===== src/sv/sha256_pkg.sv =====
// ----------------------------------------------------------------------------
// sha256 package
// round constants, initial hash values, helper function and shared types
// ----------------------------------------------------------------------------
`timescale 1ns / 1ps
package sha256_pkg;
    localparam int QDEPTH = 4;
    localparam int QAW = 2;

    typedef struct packed {
        logic [7:0] data_byte;
        logic       has_byte;
        logic       last_item;
    } t_item;

    typedef logic [31:0] t_word;

    localparam t_word H_INIT [8] = '{
        32'h6a09e667, 32'hbb67ae85, 32'h3c6ef372, 32'ha54ff53a,
        32'h510e527f, 32'h9b05688c, 32'h1f83d9ab, 32'h5be0cd19};

    localparam t_word K_TAB [64] = '{
        32'h428a2f98, 32'h71374491, 32'hb5c0fbcf, 32'he9b5dba5, 32'h3956c25b, 32'h59f111f1,
        32'h923f82a4, 32'hab1c5ed5, 32'hd807aa98, 32'h12835b01, 32'h243185be, 32'h550c7dc3,
        32'h72be5d74, 32'h80deb1fe, 32'h9bdc06a7, 32'hc19bf174, 32'he49b69c1, 32'hefbe4786,
        32'h0fc19dc6, 32'h240ca1cc, 32'h2de92c6f, 32'h4a7484aa, 32'h5cb0a9dc, 32'h76f988da,
        32'h983e5152, 32'ha831c66d, 32'hb00327c8, 32'hbf597fc7, 32'hc6e00bf3, 32'hd5a79147,
        32'h06ca6351, 32'h14292967, 32'h27b70a85, 32'h2e1b2138, 32'h4d2c6dfc, 32'h53380d13,
        32'h650a7354, 32'h766a0abb, 32'h81c2c92e, 32'h92722c85, 32'ha2bfe8a1, 32'ha81a664b,
        32'hc24b8b70, 32'hc76c51a3, 32'hd192e819, 32'hd6990624, 32'hf40e3585, 32'h106aa070,
        32'h19a4c116, 32'h1e376c08, 32'h2748774c, 32'h34b0bcb5, 32'h391c0cb3, 32'h4ed8aa4a,
        32'h5b9cca4f, 32'h682e6ff3, 32'h748f82ee, 32'h78a5636f, 32'h84c87814, 32'h8cc70208,
        32'h90befffa, 32'ha4506ceb, 32'hbef9a3f7, 32'hc67178f2};

    function automatic t_word rotr(input t_word v, input int n);
        rotr = (v >> n) | (v << (32 - n));
    endfunction
endpackage


===== src/sv/sha256_byte_stream_hasher_unit.sv =====
// ----------------------------------------------------------------------------
// sha256 byte stream hasher
// byte-wide sha-256 with padding, emitting the digest as four 64-bit words
// ----------------------------------------------------------------------------
// Each accepted item carries one byte and/or the end-of-message mark; items with
// neither are taken and dropped. Items wait in a four-item queue and the back end
// takes one a cycle into its block store while it is idle. A full 64-byte block
// then holds the queue while the back end loads the schedule words, runs the
// rounds and folds the result into the hash words; no byte of the next block is
// taken until that is done. The final item adds one or two padded blocks, each a
// pad step followed by the same load, rounds and fold, before the digest appears.
// The digest waits in an output register while the next message streams in; only
// a second finished digest waits for the first to be taken.
`timescale 1ns / 1ps
module sha256_byte_stream_hasher_unit import sha256_pkg::*; (
    input  logic         i_clk,
    input  logic         i_rst_n,
    input  logic         s_axis_tvalid,
    output logic         s_axis_tready,
    input  logic [7:0]   s_axis_tdata,   // data_byte
    input  logic         s_axis_tuser,   // has_byte
    input  logic         s_axis_tlast,   // last_item
    output logic         m_axis_tvalid,
    input  logic         m_axis_tready,
    output logic [255:0] m_axis_tdata    // digest_word0..digest_word3
);
    t_item        w_in, w_qi;
    logic         w_qv, w_pop;
    logic [255:0] w_dig;

    assign w_in = '{data_byte: s_axis_tdata, has_byte: s_axis_tuser,
                    last_item: s_axis_tlast};

    sha256_front u_front (
        .i_clk(i_clk), .i_rst_n(i_rst_n), .i_valid(s_axis_tvalid),
        .o_ready(s_axis_tready), .i_item(w_in), .o_q_valid(w_qv),
        .i_q_pop(w_pop), .o_q_item(w_qi));

    sha256_back u_back (
        .i_clk(i_clk), .i_rst_n(i_rst_n), .i_q_valid(w_qv), .o_q_pop(w_pop),
        .i_q_item(w_qi), .o_valid(m_axis_tvalid), .i_ready(m_axis_tready),
        .o_digest(w_dig));

    assign m_axis_tdata = {w_dig[63:0], w_dig[127:64], w_dig[191:128], w_dig[255:192]};
endmodule


===== src/sv/sha256_front.sv =====
// ----------------------------------------------------------------------------
// sha256 front
// accepts items, drops empty ones and queues the rest for the back end
// ----------------------------------------------------------------------------
`timescale 1ns / 1ps
module sha256_front import sha256_pkg::*; (
    input  logic  i_clk,
    input  logic  i_rst_n,
    input  logic  i_valid,
    output logic  o_ready,
    input  t_item i_item,
    output logic  o_q_valid,
    input  logic  i_q_pop,
    output t_item o_q_item
);
    t_item            r_mem [QDEPTH];
    logic [QAW-1:0]   r_wp, r_rp;
    logic [QAW:0]     r_cnt;
    logic             w_push, w_pop;

    assign o_ready   = (r_cnt != QAW'(0) + (QAW+1)'(QDEPTH)) ? 1'b1 : 1'b0;
    assign w_push    = i_valid && o_ready && (i_item.has_byte || i_item.last_item);
    assign w_pop     = i_q_pop && o_q_valid;
    assign o_q_valid = (r_cnt != '0);
    assign o_q_item  = r_mem[r_rp];

    always_ff @(posedge i_clk) begin
        if (w_push) begin
            r_mem[r_wp] <= i_item;
        end
        if (!i_rst_n) begin
            r_wp  <= '0;
            r_rp  <= '0;
            r_cnt <= '0;
        end else begin
            if (w_push) r_wp <= r_wp + 1'b1;
            if (w_pop)  r_rp <= r_rp + 1'b1;
            r_cnt <= r_cnt + (QAW+1)'(w_push) - (QAW+1)'(w_pop);
        end
    end
endmodule


===== src/sv/sha256_back.sv =====
// ----------------------------------------------------------------------------
// sha256 back end
// block store, padding sequencer and one-round-per-cycle compression
// ----------------------------------------------------------------------------
`timescale 1ns / 1ps
module sha256_back import sha256_pkg::*; (
    input  logic         i_clk,
    input  logic         i_rst_n,
    input  logic         i_q_valid,
    output logic         o_q_pop,
    input  t_item        i_q_item,
    output logic         o_valid,
    input  logic         i_ready,
    output logic [255:0] o_digest
);
    typedef enum logic [2:0] {
        S_IDLE, S_LOAD, S_ROUND, S_PAD, S_DONE
    } t_state;

    t_state       r_state;
    t_word        r_blk [16];
    logic [5:0]   r_fill;
    logic [63:0]  r_bits;
    t_word        r_h [8];
    t_word        r_v [8];
    t_word        r_w [16];
    logic [5:0]   r_round;
    logic [4:0]   r_ld;
    logic         r_final;
    logic         r_pend_last;
    logic         r_pad2;
    logic         r_out_v;
    logic [255:0] r_dig;

    t_word w_wt, w_s0, w_s1, w_t1, w_t2, w_new;
    t_word w_ldw;
    t_word w_bw;
    t_word w_pad [16];
    logic  w_pad_final;
    logic  w_dig_load;

    always_comb begin
        w_s0  = rotr(r_w[1], 7) ^ rotr(r_w[1], 18) ^ (r_w[1] >> 3);
        w_s1  = rotr(r_w[14], 17) ^ rotr(r_w[14], 19) ^ (r_w[14] >> 10);
        w_new = r_w[0] + w_s0 + r_w[9] + w_s1;
        w_wt  = r_w[0];
        w_t1  = r_v[7] + (rotr(r_v[4], 6) ^ rotr(r_v[4], 11) ^ rotr(r_v[4], 25))
              + ((r_v[4] & r_v[5]) ^ (~r_v[4] & r_v[6])) + K_TAB[r_round] + w_wt;
        w_t2  = (rotr(r_v[0], 2) ^ rotr(r_v[0], 13) ^ rotr(r_v[0], 22))
              + ((r_v[0] & r_v[1]) ^ (r_v[0] & r_v[2]) ^ (r_v[1] & r_v[2]));
        w_ldw = r_blk[r_ld[3:0]];

        // big-endian byte lane of the incoming byte
        w_bw = r_blk[r_fill[5:2]];
        unique case (r_fill[1:0])
            2'd0: w_bw[31:24] = i_q_item.data_byte;
            2'd1: w_bw[23:16] = i_q_item.data_byte;
            2'd2: w_bw[15:8]  = i_q_item.data_byte;
            2'd3: w_bw[7:0]   = i_q_item.data_byte;
        endcase

        // marker, zero fill, length; second block when the fill has reached 56
        w_pad_final = !(r_pend_last && (r_fill >= 6'd56));
        for (int w = 0; w < 16; w++) begin
            for (int b = 0; b < 4; b++) begin
                if (6'(4*w+b) > r_fill)
                    w_pad[4'(w)][31-8*b -: 8] = 8'h00;
                else if (6'(4*w+b) == r_fill)
                    w_pad[4'(w)][31-8*b -: 8] = r_pend_last ? 8'h80 : 8'h00;
                else
                    w_pad[4'(w)][31-8*b -: 8] = r_blk[4'(w)][31-8*b -: 8];
            end
        end
        if (w_pad_final) begin
            w_pad[14] = r_bits[63:32];
            w_pad[15] = r_bits[31:0];
        end

        w_dig_load = (r_state == S_DONE) && r_final && (!r_out_v || i_ready);
    end

    assign o_q_pop  = (r_state == S_IDLE);
    assign o_valid  = r_out_v;
    assign o_digest = r_dig;

    always_ff @(posedge i_clk) begin
        if (!i_rst_n) begin
            r_state     <= S_IDLE;
            r_fill      <= '0;
            r_bits      <= '0;
            r_out_v     <= 1'b0;
            r_final     <= 1'b0;
            r_pend_last <= 1'b0;
            r_pad2      <= 1'b0;
            r_round     <= '0;
            r_ld        <= '0;
            for (int i = 0; i < 8; i++) r_h[i] <= H_INIT[i];
        end else begin
            if (w_dig_load) r_out_v <= 1'b1;
            else if (i_ready) r_out_v <= 1'b0;
            unique case (r_state)
                S_IDLE: begin
                    if (o_q_pop && i_q_valid) begin
                        r_pend_last <= i_q_item.last_item;
                        if (i_q_item.has_byte) begin
                            r_blk[r_fill[5:2]] <= w_bw;
                            r_fill <= r_fill + 6'd1;
                            r_bits <= r_bits + 64'd8;
                            if (r_fill == 6'd63) begin
                                r_final <= 1'b0;
                                r_ld    <= '0;
                                r_state <= S_LOAD;
                            end else if (i_q_item.last_item) begin
                                r_state <= S_PAD;
                            end
                        end else begin
                            r_state <= S_PAD;
                        end
                    end
                end
                S_PAD: begin
                    r_pend_last <= 1'b0;
                    for (int w = 0; w < 16; w++) r_blk[4'(w)] <= w_pad[4'(w)];
                    r_final <= w_pad_final;
                    r_pad2  <= !w_pad_final;
                    r_fill  <= '0;
                    r_ld    <= '0;
                    r_state <= S_LOAD;
                end
                S_LOAD: begin
                    r_w[r_ld[3:0]] <= w_ldw;
                    r_ld <= r_ld + 5'd1;
                    if (r_ld == 5'd15) begin
                        for (int i = 0; i < 8; i++) r_v[i] <= r_h[i];
                        r_round <= '0;
                        r_state <= S_ROUND;
                    end
                end
                S_ROUND: begin
                    for (int i = 0; i < 15; i++) r_w[i] <= r_w[i+1];
                    r_w[15] <= w_new;
                    r_v[7] <= r_v[6]; r_v[6] <= r_v[5]; r_v[5] <= r_v[4];
                    r_v[4] <= r_v[3] + w_t1;
                    r_v[3] <= r_v[2]; r_v[2] <= r_v[1]; r_v[1] <= r_v[0];
                    r_v[0] <= w_t1 + w_t2;
                    r_round <= r_round + 6'd1;
                    if (r_round == 6'd63) r_state <= S_DONE;
                end
                S_DONE: begin
                    if (!r_final) begin
                        for (int i = 0; i < 8; i++) r_h[i] <= r_h[i] + r_v[i];
                        r_state <= (r_pend_last || r_pad2) ? S_PAD : S_IDLE;
                    end else if (w_dig_load) begin
                        for (int i = 0; i < 8; i++)
                            r_dig[255-32*i -: 32] <= r_h[i] + r_v[i];
                        for (int i = 0; i < 8; i++) r_h[i] <= H_INIT[i];
                        r_bits  <= '0;
                        r_state <= S_IDLE;
                    end
                end
                default: r_state <= S_IDLE;
            endcase
        end
    end
endmodule


===== config.mk =====
export PLATFORM = sky130hd
export DESIGN_NAME = sha256_byte_stream_hasher_unit
export DESIGN_NICKNAME = d
export VERILOG_FILES = /design/src/sv/sha256_pkg.sv /design/src/sv/sha256_byte_stream_hasher_unit.sv /design/src/sv/sha256_front.sv /design/src/sv/sha256_back.sv
export SDC_FILE = /design/constraint.sdc
export NUM_CORES = 2
export LEC_CHECK = 0
export BUFFER_PORTS_ARGS = -buffer_cell sky130_fd_sc_hd__buf_2
export CORE_MARGIN = 4
export CORE_UTILIZATION = 63
export CTS_CLUSTER_DIAMETER = 200
export DETAILED_ROUTE_END_ITERATION = 6
export GPL_TIMING_DRIVEN = 1
export HOLD_SLACK_MARGIN = 0.12
export PLACE_DENSITY_LB_ADDON = 0.25
export RECOVER_POWER = 50
export SLEW_MARGIN = 20
export SYNTH_ARGS = -nofsm -noshare
export SYNTH_HDL_FRONTEND = slang
export SYNTH_SLANG_ARGS = --single-unit

===== constraint.sdc =====
create_clock -name i_clk -period 15.6 [get_ports i_clk]
set_input_delay 1.56 -clock i_clk [delete_from_list [all_inputs] [get_ports i_clk]]
set_output_delay 1.56 -clock i_clk [all_outputs]
set_load 0.1 [all_outputs]

Word level (Yosys, flattened, before mapping)
Memory sizes are Yosys's and may differ from the RTL's. A register that Yosys moved wholly into a read port is not among the register bits.
Cells that the tools add are included.
{"block": "totals", "out_inout_bits": 258, "in_bits": 14, "wordCells": 441, "register_bits": 287, "rom_bits": 2048, "ram_bits": 1576, "memories": 6}
{"block": "classes", "mux": 163, "n_bitwise": 52, "reduce_logical": 64, "n_addsub": 25, "eq_ne": 85, "order_cmp": 34}
{"memory": "(name not given)", "depth": 64, "word_bits": 32, "rd": 1, "rd_clocked_by_memory_dff": 0, "wr": 0, "line": "sha256_back.sv:48", "source": "+ ((r_v[4] & r_v[5]) ^ (~r_v[4] & r_v[6])) + K_TAB[r_round] + w_wt;"}
{"memory": "u_back.r_blk", "depth": 16, "word_bits": 32, "rd": 1, "rd_clocked_by_memory_dff": 1, "wr": 16, "line": "sha256_back.sv:21", "source": "t_word r_blk [16];"}
{"memory": "u_back.r_w", "depth": 16, "word_bits": 32, "rd": 16, "rd_clocked_by_memory_dff": 0, "wr": 16, "line": "sha256_back.sv:26", "source": "t_word r_w [16];"}
{"memory": "u_back.r_h", "depth": 8, "word_bits": 32, "rd": 8, "rd_clocked_by_memory_dff": 0, "wr": 8, "line": "sha256_back.sv:24", "source": "t_word r_h [8];"}
{"memory": "u_back.r_v", "depth": 8, "word_bits": 32, "rd": 8, "rd_clocked_by_memory_dff": 0, "wr": 8, "line": "sha256_back.sv:25", "source": "t_word r_v [8];"}
{"memory": "u_front.r_mem", "depth": 4, "word_bits": 10, "rd": 1, "rd_clocked_by_memory_dff": 1, "wr": 1, "line": "sha256_front.sv:16", "source": "t_item r_mem [QDEPTH];"}
{"cell": "2-to-1 mux 32 bit", "n": 28}
{"cell": "adder 32 bit", "n": 18}
{"cell": "2-to-1 mux 8 bit", "n": 69}
{"cell": "XOR 32 bit", "n": 9}
{"cell": "AND 32 bit", "n": 5}
{"cell": "== test 5 x 6 -> 1 bit (first input constant)", "n": 16}
{"cell": "greater-than comparator 5 x 6 -> 1 bit (first input constant)", "n": 16}
{"cell": "AND reduction 2 bit", "n": 38}
{"cell": "inequality test 2 bit (second input constant)", "n": 35}
{"cell": "OR reduction 32 bit", "n": 2}
{"cell": "== test 4 x 6 -> 1 bit (first input constant)", "n": 8}
{"cell": "greater-than comparator 4 x 6 -> 1 bit (first input constant)", "n": 8}
{"cell": "2-to-1 mux 1 bit", "n": 38}
{"cell": "inverter 32 bit", "n": 1}
{"cell": "bitwise OR 10 x 32 -> 32 bit", "n": 1}
{"cell": "bitwise OR 13 x 32 -> 32 bit", "n": 1}
{"cell": "bitwise OR 14 x 32 -> 32 bit", "n": 1}
{"cell": "bitwise OR 15 x 32 -> 32 bit", "n": 1}
{"cell": "bitwise OR 19 x 32 -> 32 bit", "n": 1}
{"cell": "bitwise OR 21 x 32 -> 32 bit", "n": 1}
{"cell": "bitwise OR 25 x 32 -> 32 bit", "n": 1}
{"cell": "bitwise OR 26 x 32 -> 32 bit", "n": 1}
{"cell": "bitwise OR 30 x 32 -> 32 bit", "n": 1}
{"cell": "bitwise OR 7 x 32 -> 32 bit", "n": 1}
{"cell": "48 further kinds", "n": 122}

Logic depth before layout (Yosys ltp)
An unclocked memory read counts as a cell.
{"block": "depth", "word_depth": 10, "mapped_depth": 39, "depth_no_buf": 38}

Hierarchy
From an unflattened synthesis, not the netlist that was laid out.
{"block": "unflattened", "cells_unflattened": 9258, "hier_area_um2": 99410.3}
{"module": "sha256_back", "seq_area_each_um2": 50848.8, "instances": 1, "area_each_um2": 97467.2, "cells_each": 9157}
{"module": "sha256_front", "seq_area_each_um2": 1381.3, "instances": 1, "area_each_um2": 1943.1, "cells_each": 101}

Worst setup path after synthesis
OpenSTA, ideal clock, no wires.
{"block": "synth_timing", "path_type": "input port to flip-flop", "from": "input port i_rst_n", "to": "memory u_back.r_v[0][0] (netlist bit), enable pin", "stages": 3, "setup_slack_ns": 2.141, "setup_time_ns": 0.878, "path_buffers": 1, "t_required_ns": 14.722, "arrival_time_ns": 12.582, "cell_sequence": "clkinv_1 clkbuf_1 nor2_1"}
{"item": "from (decl)", "line": "sha256_byte_stream_hasher_unit.sv:17", "source": "input logic i_rst_n,"}
{"item": "to (decl)", "line": "sha256_back.sv:25"}

==> flow_summary.ini <==
[synthesis]
ys_ff_latch = 1869
synth.avg_cell_area_um2 = 10.7
ys_async_sr_fraction = 0
synth_fp_nets = 9965
synth_cell_types = 103
ys.flop_type = edfxtp_1
ys.warnings.count = 0
seq_area_frac_synth = 0.524
syn_inst = 9348
netlist_area_um2 = 99700
synth_edf_count = 1480

[setup_path]
crit_type = reg2reg
cp_common_cell = fa_1
crit_path_top_delay_cell = dfxtp_1
start_kind = register
arrival_ps = 12970
max_stage_delay_ps = 1990
crit_fanout = 68
cp-end-kind = register
critPathRequiredTime_ps = 16140
worstReg2RegStart = u_back.r_round[2]$_SDFFE_PN0P_
critPathLaunch = u_back.r_round[2]$_SDFFE_PN0P_

[layout]
fin_nets = 10100
fillerInstances = 11600
drive_gt1_frac = 0.0612
syn_to_final_growth_pct = 8.65

[clock_tree]
cts_made_buffers = 185
insertion_delay_ps = 840
ctsLongestPathBuffers = 3
cts-root-buf = clkbuf_16
post_cts_buffers = 0
cts_tree = yes
htreeDepth = 4
cts_sinks = 1869
hold_buffers = 0
clkTransAtPathRegs_ps = 60
post_cts_resized = 0

[job]
cap_violations = 35

[timing]
setup_viol = 0
finalCritPeriodShare = 0.796
final_max_slew_viol_count = 1621
period_needed_ps = 12420
slew_headroom = -5.05
rsz0062_at_grt = false
hold_viol = 0
finalSetupTns_ps = 0
tightest_slew_ps = 9080
fin_worst_skew_ps = 79.6
fmax_ghz = 0.0805

[global_routing]
grt_max_degree = 189
first_global_vias = 72000
antenna_found_initial = 6
overflow = 0
track_usage = 0.376
grt_pass1_wl_um = 462000

[floorplanning]
start_util = 0.636
die-area_um2 = 165000
design.portCount = 272
coreArea_um2 = 157000
rows = 145
die_y_um = 406
die_x_um = 406

[hold_path]
worstHoldPathType = reg2reg
min_from = u_back.r_blk[4][10]$_SDFFE_PP0P_

[detailed_routing]
vias = 75100
wl_um = 311000
ant_nets = 0
drc = 1
drtIter0Drc = 9981
post_drt_wl_per_cell_um = 26.7
drtPass1Iterations = 7
viasPerCell = 6.44

[outcome]
violations = design-rule violations, max-capacitance violations, max-slew violations
outcome = finished, violations left

[place]
port_buffers = 271
gp_congestion = 1.03
dp_hpwl_um = 218000
==> kinds of logic after synthesis <==
kind of cell,share of synthesized area
buffers and inverters,0.0298
AND/OR/NAND/NOR,0.149
AO/OA/AOI/OAI,0.107
flip-flops,0.524
multiplexers,0.0467
adder cells (fa/ha/maj),0.0931
XOR/XNOR,0.0510
==> per-stage QoR <==
step                setup WS (ps)  cell area, µm²  hold WS, ps  std cells  utilization
floorplan                    2140           99700          425       9348            -
finish                       3180          108000          454      11700        0.691
global route                 2380          108000          470      11700        0.691
detailed placement           5390          103000          443      11300        0.655
global placement             5270          103000          438      11300        0.655
CTS                          5330          109000          452      11700        0.695
==> state kept, by name, indices dropped and copies added (netlist names), 2 cells and up, named ones only <==
name and cells:
u_back.r_fill 6, u_back.r_h 256, u_front.r_wp 2, u_back.o_digest 256, u_back.r_v 256, u_back.r_blk 512
u_back.r_w 512, u_back.r_ld 5, u_front.r_mem 40, u_back.r_round 6, u_front.r_rp 2, u_back.r_state 3
u_front.r_cnt 3
==> routing by layer <==
layer,wire [µm],part of all wire,up-vias,track usage
met1,125000,0.40,36800,0.539
met3,34900,0.11,814,0.0848
met5,12,0.000039,-,0
li1,-,-,33000,-
met2,137000,0.44,4480,0.560
met4,15300,0.049,2,0.153
==> final cells by class <==
class / instances / area, µm² / share of cell area
flip-flops and latches: 1869 / 52200 / 0.482
multi-input cells: 6698 / 44500 / 0.410
clock buffers: 239 / 5010 / 0.0462
well taps: 2058 / 2570 / 0.0238
repair buffers: 355 / 1540 / 0.0142
clock inverters: 106 / 1260 / 0.0117
inverters: 330 / 1240 / 0.0114
diodes: 6 / 15.0 / 0.000139
==> critical path: cells and delay by family (launching register included) <==
kind,cells,cell delay (ps)
AOI/OAI and AO/OA,9,2540
DFF,1,1990
adders and majority gates,8,3170
xor gates and xnor gates,2,780
and+or+nand+nor,7,1060
buffers and inverters,4,2260
muxes,1,270
==> cells in the mapped netlist, types with 33 or more instances <==
library cell	n	area share
ha_1	407	0.051
o21bai_1	52	0.0039
a21o_1	168	0.013
o21ai_0	274	0.014
inv_1	326	0.012
o21ai_1	69	0.0035
buf_1	50	0.0019
nor2b_1	47	0.0029
dfxtp_1	389	0.078
edfxtp_1	1480	0.45
a211oi_1	49	0.0037
mux2i_1	58	0.0058
and3_1	48	0.0030
nand4_1	33	0.0021
nor2_1	458	0.017
xor2_1	147	0.013
or3_1	39	0.0024
nand3_1	110	0.0055
xnor2_1	431	0.038
nand2b_1	128	0.0080
o31ai_1	35	0.0026
mux4_2	176	0.040
o21a_1	67	0.0050
a31oi_1	54	0.0034
clkbuf_1	375	0.014
fa_1	196	0.039
o211ai_1	43	0.0032
nand2_1	2464	0.093
and2_1	65	0.0041
nor3_1	104	0.0052
a21oi_1	588	0.030
a22o_1	36	0.0032
==> worst paths after layout <==
check	endpoint	slack [ps]	cells after the start
setup / recovery	u_back.r_v[0][28]$_DFFE_PP_	3180	31
hold / removal	u_back.r_blk[4][10]$_SDFFE_PP0P_	450	2
setup reg to reg	u_back.r_v[0][28]$_DFFE_PP_	3180	31
hold reg to reg	u_back.r_blk[4][10]$_SDFFE_PP0P_	450	2
==> cell usage in the layout (no fill, tap or decap), drive strengths merged, types with 110 or more instances in the layout <==
cell / count
o21ai: 346
a21oi: 589
nor2: 458
nand2b: 128
a21o: 168
clkbuf: 540
xor2: 147
ha: 407
dfxtp: 389
edfxtp: 1480
xnor2: 431
fa: 196
mux4: 176
inv: 337
nand3: 110
nand2: 2464
Power is left out: the tool's default activity adds up to more than one toggle a clock period on the data nets, which glitch-free logic cannot reach.
